<file path="config.mk">
export PLATFORM = sky130hd
export DESIGN_NAME = packed_bitmap_rect_fill
export DESIGN_NICKNAME = d
export VERILOG_FILES = /design/src/rtl/pbrf_pkg.sv /design/src/rtl/pbrf_cfg.sv /design/src/rtl/pbrf_core.sv /design/src/rtl/packed_bitmap_rect_fill.sv
export VERILOG_INCLUDE_DIRS = /design/src /design/src/rtl
export SDC_FILE = /design/constraint.sdc
export NUM_CORES = 2
export LEC_CHECK = 0
export BUFFER_PORTS_ARGS = -buffer_cell sky130_fd_sc_hd__buf_2
export CORE_MARGIN = 2
export CORE_UTILIZATION = 45
export DETAILED_ROUTE_END_ITERATION = 10
export SYNTH_ARGS = -nofsm -noshare
export SYNTH_HDL_FRONTEND = slang
export SYNTH_SLANG_ARGS = --single-unit
</file>
<file path="constraint.sdc">
create_clock -name clk_i -period 11.2 [get_ports clk_i]
set_clock_uncertainty 0.1 [all_clocks]
set_input_delay 2.8 -clock clk_i [delete_from_list [all_inputs] [get_ports clk_i]]
set_output_delay 2.8 -clock clk_i [all_outputs]
set_load 0.02 [all_outputs]
</file>
<file path="src/rtl/assert_macros.svh">
// Assertion macros used by the top module of the rectangle fill engine.
// The using module must provide clk_i and rst_ni.
`ifndef ASSERT_MACROS_SVH
`define ASSERT_MACROS_SVH

// Checked at every rising edge outside reset.
`define PBRF_ASSERT(lbl, prop, msg) \
  lbl: assert property (@(posedge clk_i) disable iff (!rst_ni) prop) else $error(msg);

// Checked at every rising edge, reset included.
`define PBRF_ASSERT_ALWAYS(lbl, prop, msg) \
  lbl: assert property (@(posedge clk_i) prop) else $error(msg);

`endif

</file>
<file path="src/rtl/pbrf_pkg.sv">
// Package of the rectangle fill engine: item types, configuration bundle,
// command and register codes, and the column/word helper functions.
// No dependencies.
package pbrf_pkg;

  localparam int COL_W   = 11;
  localparam int ROW_W   = 11;
  localparam int PITCH_W = 12;
  localparam int ADDR_W  = 25;
  localparam int CIDX_W  = 3;
  localparam int CDAT_W  = 24;

  localparam logic [1:0] MODE_PLOT    = 2'd0;
  localparam logic [1:0] MODE_LOAD    = 2'd1;
  localparam logic [1:0] MODE_ADVANCE = 2'd2;

  localparam logic [CIDX_W-1:0] REG_IMAGE_WIDTH  = 3'd0;
  localparam logic [CIDX_W-1:0] REG_IMAGE_HEIGHT = 3'd1;
  localparam logic [CIDX_W-1:0] REG_PIXEL_FORMAT = 3'd2;
  localparam logic [CIDX_W-1:0] REG_PEN_COLOR    = 3'd3;
  localparam logic [CIDX_W-1:0] REG_FRAME_BASE   = 3'd4;

  localparam logic FMT_1BPP  = 1'b0;
  localparam logic FMT_24BPP = 1'b1;

  typedef struct packed {
    logic [1:0]         mode;
    logic signed [11:0] x_first;
    logic signed [11:0] y_first;
    logic signed [11:0] x_second;
    logic signed [11:0] y_second;
  } in_item_t;

  typedef struct packed {
    logic [ADDR_W-1:0] word_address;
    logic [31:0]       write_data;
    logic [31:0]       bit_mask;
    logic              last_write;
  } out_item_t;

  // Settled configuration: dimensions already saturated, row pitch in words.
  typedef struct packed {
    logic [11:0]        width;
    logic [11:0]        height;
    logic               fmt;
    logic [23:0]        pen;
    logic [23:0]        base;
    logic [PITCH_W-1:0] pitch;
  } cfg_t;

  // Word index within a row that holds the first byte of a column.
  function automatic logic [COL_W-1:0] first_word(logic fmt, logic [COL_W-1:0] col);
    logic [COL_W+1:0] b;
    b = {2'b00, col} + {1'b0, col, 1'b0};
    return (fmt == FMT_24BPP) ? b[COL_W+1:2] : {5'd0, col[COL_W-1:5]};
  endfunction

  // Word index within a row that holds the last byte of a column.
  function automatic logic [COL_W-1:0] last_word(logic fmt, logic [COL_W-1:0] col);
    logic [COL_W+1:0] b;
    b = {2'b00, col} + {1'b0, col, 1'b0} + (COL_W+2)'(2);
    return (fmt == FMT_24BPP) ? b[COL_W+1:2] : {5'd0, col[COL_W-1:5]};
  endfunction

  // Bit of the word for a pixel: bytes in address order, MSB first in a byte.
  function automatic logic [31:0] pixel_bit(logic [4:0] x);
    return 32'd1 << {x[4:3], ~x[2:0]};
  endfunction

  // Residue modulo three by summing base-four digits.
  function automatic logic [1:0] mod3(logic [COL_W-1:0] v);
    logic [4:0] s;
    logic [2:0] s2;
    s  = 5'(v[1:0]) + 5'(v[3:2]) + 5'(v[5:4]) + 5'(v[7:6]) + 5'(v[9:8]) + 5'(v[10]);
    s2 = 3'(s[1:0]) + 3'(s[3:2]) + 3'(s[4]);
    if (s2 >= 3'd6) begin
      s2 = s2 - 3'd6;
    end else if (s2 >= 3'd3) begin
      s2 = s2 - 3'd3;
    end
    return s2[1:0];
  endfunction

endpackage

</file>
<file path="src/rtl/pbrf_cfg.sv">
// Configuration registers of the rectangle fill engine, with saturation of
// the image size and the derived row pitch. Depends on pbrf_pkg.
module pbrf_cfg #(
  parameter int MAX_WIDTH  = 2048,
  parameter int MAX_HEIGHT = 2048
) (
  input  logic                         clk_i,
  input  logic                         rst_ni,
  input  logic                         wr_i,
  input  logic [pbrf_pkg::CIDX_W-1:0]  index_i,
  input  logic [pbrf_pkg::CDAT_W-1:0]  data_i,
  output pbrf_pkg::cfg_t               cfg_o
);

  function automatic logic [11:0] sat_dim(logic [11:0] v, int max);
    if (v == 12'd0) begin
      return 12'd1;
    end
    if ({20'd0, v} > 32'(max)) begin
      return 12'(max);
    end
    return v;
  endfunction

  function automatic logic [pbrf_pkg::PITCH_W-1:0] pitch_of(logic [11:0] w, logic fmt);
    logic [16:0] bits;
    bits = (fmt == pbrf_pkg::FMT_24BPP) ? ({1'b0, w, 4'd0} + {2'b00, w, 3'd0})
                                        : {5'd0, w};
    bits = bits + 17'd31;
    return bits[16:5];
  endfunction

  localparam logic [11:0] RstWidth  = sat_dim(12'd640, MAX_WIDTH);
  localparam logic [11:0] RstHeight = sat_dim(12'd480, MAX_HEIGHT);

  pbrf_pkg::cfg_t cfg_q, cfg_d;

  always_comb begin
    cfg_d = cfg_q;
    if (wr_i) begin
      unique case (index_i)
        pbrf_pkg::REG_IMAGE_WIDTH:  cfg_d.width  = sat_dim(data_i[11:0], MAX_WIDTH);
        pbrf_pkg::REG_IMAGE_HEIGHT: cfg_d.height = sat_dim(data_i[11:0], MAX_HEIGHT);
        pbrf_pkg::REG_PIXEL_FORMAT: cfg_d.fmt    = data_i[0];
        pbrf_pkg::REG_PEN_COLOR:    cfg_d.pen    = data_i;
        pbrf_pkg::REG_FRAME_BASE:   cfg_d.base   = data_i;
        default: ;
      endcase
    end
    // The pitch follows the new width and format at the same edge.
    cfg_d.pitch = pitch_of(cfg_d.width, cfg_d.fmt);
  end

  always_ff @(posedge clk_i or negedge rst_ni) begin
    if (!rst_ni) begin
      cfg_q.width  <= RstWidth;
      cfg_q.height <= RstHeight;
      cfg_q.fmt    <= pbrf_pkg::FMT_1BPP;
      cfg_q.pen    <= '0;
      cfg_q.base   <= '0;
      cfg_q.pitch  <= pitch_of(RstWidth, pbrf_pkg::FMT_1BPP);
    end else begin
      cfg_q <= cfg_d;
    end
  end

  assign cfg_o = cfg_q;

endmodule

</file>
<file path="src/rtl/pbrf_core.sv">
// Command decode, fill sweep state and word/mask generation of the
// rectangle fill engine. Depends on pbrf_pkg.
module pbrf_core (
  input  logic                clk_i,
  input  logic                rst_ni,
  input  logic                fire_i,
  input  pbrf_pkg::in_item_t  item_i,
  input  pbrf_pkg::cfg_t      cfg_i,
  output logic                res_valid_o,
  output pbrf_pkg::out_item_t res_o
);

  localparam int CW = pbrf_pkg::COL_W;
  localparam int RW = pbrf_pkg::ROW_W;
  localparam int AW = pbrf_pkg::ADDR_W;

  logic          active_q, active_d;
  logic [RW-1:0] row_q, row_d, bottom_q, bottom_d;
  logic [CW-1:0] left_q, left_d, right_q, right_d, word_q, word_d;
  logic [AW-1:0] rstart_q, rstart_d;

  // Sign-extended corners and zero-extended image size.
  logic signed [12:0] x1s, y1s, x2s, y2s, ws, hs;
  assign x1s = 13'(item_i.x_first);
  assign y1s = 13'(item_i.y_first);
  assign x2s = 13'(item_i.x_second);
  assign y2s = 13'(item_i.y_second);
  assign ws  = $signed({1'b0, cfg_i.width});
  assign hs  = $signed({1'b0, cfg_i.height});

  // Plot.
  logic        plot_hit;
  logic [31:0] plot_mask;
  logic [22:0] plot_prod;
  logic [AW-1:0] plot_addr;
  assign plot_hit  = (cfg_i.fmt == pbrf_pkg::FMT_1BPP) && !x1s[12] && (x1s < ws)
                     && !y1s[12] && (y1s < hs);
  assign plot_mask = pbrf_pkg::pixel_bit(item_i.x_first[4:0]);
  assign plot_prod = 23'(item_i.y_first[10:0]) * 23'(cfg_i.pitch);
  assign plot_addr = AW'(cfg_i.base) + AW'(plot_prod) + AW'(item_i.x_first[10:5]);

  // Rectangle clipping.
  logic signed [12:0] ls, ts, rs, bs;
  logic          rect_empty;
  logic [22:0]   load_prod;
  logic [AW-1:0] load_addr;
  assign ls = x1s[12] ? 13'sd0 : x1s;
  assign ts = y1s[12] ? 13'sd0 : y1s;
  assign rs = (x2s >= ws) ? (ws - 13'sd1) : x2s;
  assign bs = (y2s >= hs) ? (hs - 13'sd1) : y2s;
  assign rect_empty = (ls > rs) || (ts > bs);
  assign load_prod  = 23'(ts[10:0]) * 23'(cfg_i.pitch);
  assign load_addr  = AW'(cfg_i.base) + AW'(load_prod);

  // Word of the sweep.
  logic [31:0] adv_mask, adv_data;
  logic        row_end, last;
  logic [12:0] lo_b, hi_b;
  logic [1:0]  ph0;
  assign lo_b = {2'b00, left_q} + {1'b0, left_q, 1'b0};
  assign hi_b = {2'b00, right_q} + {1'b0, right_q, 1'b0} + 13'd2;
  assign ph0  = pbrf_pkg::mod3(word_q);

  always_comb begin
    logic [15:0] x;
    logic [4:0]  pos;
    logic [12:0] a;
    logic [2:0]  ph;
    logic [7:0]  c;
    adv_mask = '0;
    adv_data = '0;
    if (cfg_i.fmt == pbrf_pkg::FMT_1BPP) begin
      for (int i = 0; i < 32; i++) begin
        pos = 5'(i);
        x   = {word_q, pos};
        if ((x >= {5'd0, left_q}) && (x <= {5'd0, right_q})) begin
          adv_mask[{pos[4:3], ~pos[2:0]}] = 1'b1;
        end
      end
      adv_data = (cfg_i.pen != 24'd0) ? adv_mask : 32'd0;
    end else begin
      // Byte offsets from the left edge are a multiple of three, so the
      // colour phase of a byte is its address modulo three.
      for (int i = 0; i < 4; i++) begin
        a  = {word_q, 2'(i)};
        ph = 3'(ph0) + 3'(i);
        if (ph >= 3'd3) begin
          ph = ph - 3'd3;
        end
        unique case (ph)
          3'd0:    c = cfg_i.pen[7:0];
          3'd1:    c = cfg_i.pen[15:8];
          default: c = cfg_i.pen[23:16];
        endcase
        if ((a >= lo_b) && (a <= hi_b)) begin
          adv_mask[8*i +: 8] = 8'hFF;
          adv_data[8*i +: 8] = c;
        end
      end
    end
  end

  assign row_end = word_q >= pbrf_pkg::last_word(cfg_i.fmt, right_q);
  assign last    = row_end && (row_q >= bottom_q);

  always_comb begin
    active_d    = active_q;
    row_d       = row_q;
    bottom_d    = bottom_q;
    left_d      = left_q;
    right_d     = right_q;
    word_d      = word_q;
    rstart_d    = rstart_q;
    res_valid_o = 1'b0;
    res_o       = '0;
    unique case (item_i.mode)
      pbrf_pkg::MODE_PLOT: begin
        res_valid_o        = plot_hit;
        res_o.word_address = plot_addr;
        res_o.write_data   = (cfg_i.pen != 24'd0) ? plot_mask : 32'd0;
        res_o.bit_mask     = plot_mask;
        res_o.last_write   = 1'b1;
      end
      pbrf_pkg::MODE_LOAD: begin
        if (rect_empty) begin
          active_d = 1'b0;
        end else begin
          active_d = 1'b1;
          left_d   = ls[CW-1:0];
          right_d  = rs[CW-1:0];
          row_d    = ts[RW-1:0];
          bottom_d = bs[RW-1:0];
          word_d   = pbrf_pkg::first_word(cfg_i.fmt, ls[CW-1:0]);
          rstart_d = load_addr;
        end
      end
      pbrf_pkg::MODE_ADVANCE: begin
        res_valid_o        = active_q;
        res_o.word_address = rstart_q + AW'(word_q);
        res_o.write_data   = adv_data;
        res_o.bit_mask     = adv_mask;
        res_o.last_write   = last;
        if (active_q) begin
          if (last) begin
            active_d = 1'b0;
          end else if (row_end) begin
            row_d    = row_q + RW'(1);
            rstart_d = rstart_q + AW'(cfg_i.pitch);
            word_d   = pbrf_pkg::first_word(cfg_i.fmt, left_q);
          end else begin
            word_d = word_q + CW'(1);
          end
        end
      end
      default: ;
    endcase
  end

  always_ff @(posedge clk_i or negedge rst_ni) begin
    if (!rst_ni) begin
      active_q <= 1'b0;
      row_q    <= '0;
      bottom_q <= '0;
      left_q   <= '0;
      right_q  <= '0;
      word_q   <= '0;
      rstart_q <= '0;
    end else if (fire_i) begin
      active_q <= active_d;
      row_q    <= row_d;
      bottom_q <= bottom_d;
      left_q   <= left_d;
      right_q  <= right_d;
      word_q   <= word_d;
      rstart_q <= rstart_d;
    end
  end

endmodule

</file>
<file path="src/rtl/packed_bitmap_rect_fill.sv">
// Channel   Direction  Handshake               Payload
// in        input      in_valid_i/in_ready_o   in_item_i (pbrf_pkg::in_item_t)
// out       output     out_valid_o/out_ready_i out_item_o (pbrf_pkg::out_item_t)
// cfg       input      cfg_valid_i/cfg_ready_o cfg_index_i, cfg_data_i
//
// An item is held in the input register and is then decoded, swept and
// written to the result register, so one item per cycle while the output is not stalled.
// The cycle limit is the sweep state update, which the next advance reads.
// Reset clears the handshake valids and the sweep state; configuration
// returns to its reset values. When the result waits, one further item is
// held in the input register; configuration writes are always taken.
// Depends on pbrf_pkg, pbrf_cfg, pbrf_core and assert_macros.svh.
`include "assert_macros.svh"

module packed_bitmap_rect_fill #(
  parameter int MAX_WIDTH  = 2048,
  parameter int MAX_HEIGHT = 2048
) (
  input  logic                         clk_i,
  input  logic                         rst_ni,
  input  logic                         in_valid_i,
  output logic                         in_ready_o,
  input  pbrf_pkg::in_item_t           in_item_i,
  output logic                         out_valid_o,
  input  logic                         out_ready_i,
  output pbrf_pkg::out_item_t          out_item_o,
  input  logic                         cfg_valid_i,
  output logic                         cfg_ready_o,
  input  logic [pbrf_pkg::CIDX_W-1:0]  cfg_index_i,
  input  logic [pbrf_pkg::CDAT_W-1:0]  cfg_data_i
);

  pbrf_pkg::cfg_t      cfg;
  pbrf_pkg::in_item_t  in_item_q;
  pbrf_pkg::out_item_t out_item_q, res;
  logic in_valid_q, in_valid_d, out_valid_q, out_valid_d;
  logic advance, in_take, res_valid;

  assign cfg_ready_o = 1'b1;

  pbrf_cfg #(
    .MAX_WIDTH (MAX_WIDTH),
    .MAX_HEIGHT(MAX_HEIGHT)
  ) u_cfg (
    .clk_i  (clk_i),
    .rst_ni (rst_ni),
    .wr_i   (cfg_valid_i),
    .index_i(cfg_index_i),
    .data_i (cfg_data_i),
    .cfg_o  (cfg)
  );

  pbrf_core u_core (
    .clk_i      (clk_i),
    .rst_ni     (rst_ni),
    .fire_i     (advance),
    .item_i     (in_item_q),
    .cfg_i      (cfg),
    .res_valid_o(res_valid),
    .res_o      (res)
  );

  assign advance    = in_valid_q && (!out_valid_q || out_ready_i);
  assign in_ready_o = !in_valid_q || advance;
  assign in_take    = in_valid_i && in_ready_o;

  always_comb begin
    in_valid_d = in_valid_q;
    if (in_take) begin
      in_valid_d = 1'b1;
    end else if (advance) begin
      in_valid_d = 1'b0;
    end
    out_valid_d = out_valid_q;
    if (advance) begin
      out_valid_d = res_valid;
    end else if (out_ready_i) begin
      out_valid_d = 1'b0;
    end
  end

  always_ff @(posedge clk_i or negedge rst_ni) begin
    if (!rst_ni) begin
      in_valid_q  <= 1'b0;
      out_valid_q <= 1'b0;
    end else begin
      in_valid_q  <= in_valid_d;
      out_valid_q <= out_valid_d;
    end
  end

  always_ff @(posedge clk_i) begin
    if (in_take) begin
      in_item_q <= in_item_i;
    end
    if (advance) begin
      out_item_q <= res;
    end
  end

  assign out_valid_o = out_valid_q;
  assign out_item_o  = out_item_q;

  `PBRF_ASSERT(a_stall_cause, !in_ready_o |-> (out_valid_o && !out_ready_i), "input stalled without an output stall")
  `PBRF_ASSERT(a_result_source, $rose(out_valid_o) |-> $past(in_valid_q), "result appeared without a held item")
  `PBRF_ASSERT(a_data_in_mask, out_valid_o |-> ((out_item_o.write_data & ~out_item_o.bit_mask) == 32'd0), "data bits set outside the mask")
  `PBRF_ASSERT_ALWAYS(a_reset_idle, !rst_ni |-> (!out_valid_o && in_ready_o), "handshake not idle in reset")

endmodule
</file>
==> metrics.md <==
| Metric | Value |
|---|---|
| Status | `finished, final reports clean` |
| Cells after Synth | `roughly 3700` |
| DP Wirelength | `~82000 um` |
| Cell row count | `about 100` |
| Average wire per cell in the routed design | `22.3 um` |
| Total wire length | `107000 um` |
| Hold slack | `0.379 ns` |
| Vias/cell | `5.76` |
| Die Footprint | `75300 um^2` |
| R2r worst-path depth | `22` |
| Final hold vios | `0` |
| Synth warn | `0` |
| P&R area growth vs syn | `9.66%` |
| Worst-Margin Slew | `1.17 ns` |
| Setup_tns | `0 ns` |
| Top FF cell, synth | `dfrtp_1` |
| Distinct cell type count after synthesis | `98` |
| Synthesized area | `about 33000 um^2` |
| PostCTS Resize Cnt | `0` |
| Sequential cell area fraction in the yosys report | `between 20 and 30%` |
| CTS tree | `done` |
| Initial DRC count | `2337` |
| Clock Latency Late Sink | `0.61 ns` |
| Post-route minimum period | `around 7.4 ns` |
| CP startpoint kind | `flop` |
| Number of synthesized register bits | `around 310` |
| Arr. time, crit path | `7.75 ns` |
| Initial core utilization | `around 45%` |
| Worst hold path stage count | `2` |
| Post-synth EDFFs | `140` |
| Post-CTS Setup Bufs | `0` |
| Post-route ant nets | `0` |
| Slew HR | `a little over a fifth` |
| # clock sinks | `between 300 and 400` |
| GRT Util Overall | `between 20% and 30%` |
| Vias in the first global route | `around 27000` |
| # IOs | `around 180` |
| Grt ovf | `0` |
| Clock buffer depth | `3` |
| Critical Path End Type | `flop` |
| CTS HTree Levels | `2` |
| Drt drc | `0` |
| Inserted Diodes | `0` |
| Final setup vio count | `0` |
| CP Data Required Time | `11.52 ns` |
| Largest net degree at the start of global routing | `between 80 and 90` |
| Setup repair after global routing missed its margin | `no` |
| Critical-path maximum fanout | `17` |
| Clock transition at path regs | `around 0.060 ns` |
| Die height | `274 um` |
| Die width | `approximately 270 um` |
| Syn nets | `approximately 4400` |
| Clk root buf | `clkbuf_16` |
| Routed vias | `27474` |
| Setup Crit Path Kind | `flop to flop` |
| Crit share post-route | `about two thirds` |
| Hold-fix buffers at CTS | `0` |
| Number of port buffers | `between 150 and 200` |
| Final Max Slew Viols | `0` |
| Async SR Flop Fraction | `54.5%` |
| Min-delay worst type | `flop to flop` |
| CORE AREA | `72700 um^2` |
| Share of cells above drive strength 1 | `around 10%` |
| CTS buffer count | `38` |
| Final net count | `~4500` |
| Final Wtd Congestion | `between 0.9 and 1` |
| Fmax | `about 0.13 GHz` |
| First-pass GRT wire length | `about 160000 um` |
| Initial antenna violation count | `1` |
| Pre-Repair DR Iteration Count | `6` |
| Syn avg cell area | `about 8.9 um^2` |
| Max-Cap Viols | `0` |
per-layer routing:
layer	global-route usage (%)	vias up	wire length [um]
met1	40.6	13334	48400
met3	4.55	185	7980
met5	0	-	0
met2	44.3	1094	46800
met4	8.91	0	3320
li1	-	12861	-
final timing paths:
check,startpoint,to,slack [ns]
hold reg to reg,u_core.bottom_q[8],u_core.bottom_q[8],0.38
min in group asynchronous,rst_ni,u_cfg.cfg_o[21],2.07
setup reg to reg,u_core.word_q[2],out_item_o[47],3.77
hold / removal,u_core.bottom_q[8],u_core.bottom_q[8],0.38
setup / recovery,u_core.word_q[2],out_item_o[47],3.77
max in group asynchronous,rst_ni,u_cfg.cfg_o[60],7.47
cells in the mapped netlist, types with 60 or more instances:
master	count	share of area, %
dfrtp_1	160	12
a21oi_1	184	2.8
xnor2_1	79	2.1
fa_1	244	15
edfxtp_1	140	13
nand3_1	67	1.0
a21o_1	60	1.4
o22ai_1	70	1.3
o21ai_0	228	3.5
clkbuf_1	124	1.4
and2_1	94	1.8
nand2_1	462	5.3
ha_1	374	14
nor2_1	165	1.9
inv_1	495	5.6
registers in the layout, indices dropped and copies added, names as in the netlist:
name             cells
u_core.active_q      1
u_cfg.cfg_o         85
u_core.left_q       11
out_item_o          90
u_core.right_q      11
u_core.row_q        11
u_core.rstart_q     25
u_core.bottom_q     11
in_item_q           50
out_valid_o          1
in_valid_q           1
u_core.word_q       11
final cells by class:
type | count | area, um^2
clock buffers | 51 | 1080
repair buffers | 215 | 1190
fillers | 6993 | 36600
clock inverters | 18 | 297
multi-input cells | 2718 | 22000
well taps | 959 | 1200
flip-flops and latches | 308 | 8420
inverters | 499 | 1870
cells in the final DEF (no fill, tap or decap), types with 43 or more instances in the layout:
master | synthesis | routed
a211oi_1 | 43 | 43
a21o_1 | 60 | 60
a21oi_1 | 184 | 184
and2_1 | 94 | 93
buf_2 | 12 | 172
dfrtp_1 | 160 | 159
edfxtp_1 | 140 | 140
fa_1 | 244 | 244
ha_1 | 374 | 373
inv_1 | 495 | 494
mux2_2 | 46 | 46
nand2_1 | 462 | 462
nand3_1 | 67 | 66
nor2_1 | 165 | 165
nor3_1 | 53 | 52
o21ai_0 | 228 | 228
o22ai_1 | 70 | 70
xnor2_1 | 79 | 79
cell families (layout without fill, tap and decap cells):
family / after synthesis / count (layout) / share of synthesized area, %
adders and majority gates: 618 / 618 / 29.1
DFF: 308 / 308 / 25.6
muxes: 64 / 64 / 2.12
AOI/OAI and AO/OA: 858 / 858 / 17.0
xor gates and xnor gates: 121 / 121 / 3.22
other: 1 / 1 / 0.0114
buffers and inverters: 652 / 783 / 7.60
and+or+nand+nor: 1056 / 1056 / 15.4
per-stage QoR:
step | util, % | worst slack [ns] | instances | area (um^2)
final | 49.6 | 3.77 | 4768 | 36100
after global routing | 49.6 | 3.39 | 4768 | 36100
after CTS | 49.6 | 3.87 | 4768 | 36100
after detailed placement | 47.7 | 3.89 | 4699 | 34700
after global placement | 47.7 | 3.96 | 4699 | 34700
after floorplan | - | 2.35 | 3678 | 32900
critical path, stage by stage (launching register included):
cell	delay, ns
dfrtp_1	0.62
ha_1	0.23
inv_1	0.05
fa_1	0.47
inv_1	0.05
fa_1	0.45
fa_1	0.52
ha_1	0.16
inv_1	0.05
fa_1	0.46
fa_1	0.39
inv_1	0.08
fa_1	0.50
ha_1	0.27
o31a_1	0.30
mux2i_1	0.13
buf_4	0.23
clkinv_1	0.41
ha_1	0.64
nor2b_1	0.56
a222oi_1	0.20
a211o_1	0.33
o21ai_1	0.08
Power is not shown: default switching activity piles up to over one toggle a cycle in this logic, so the estimate is an artifact.
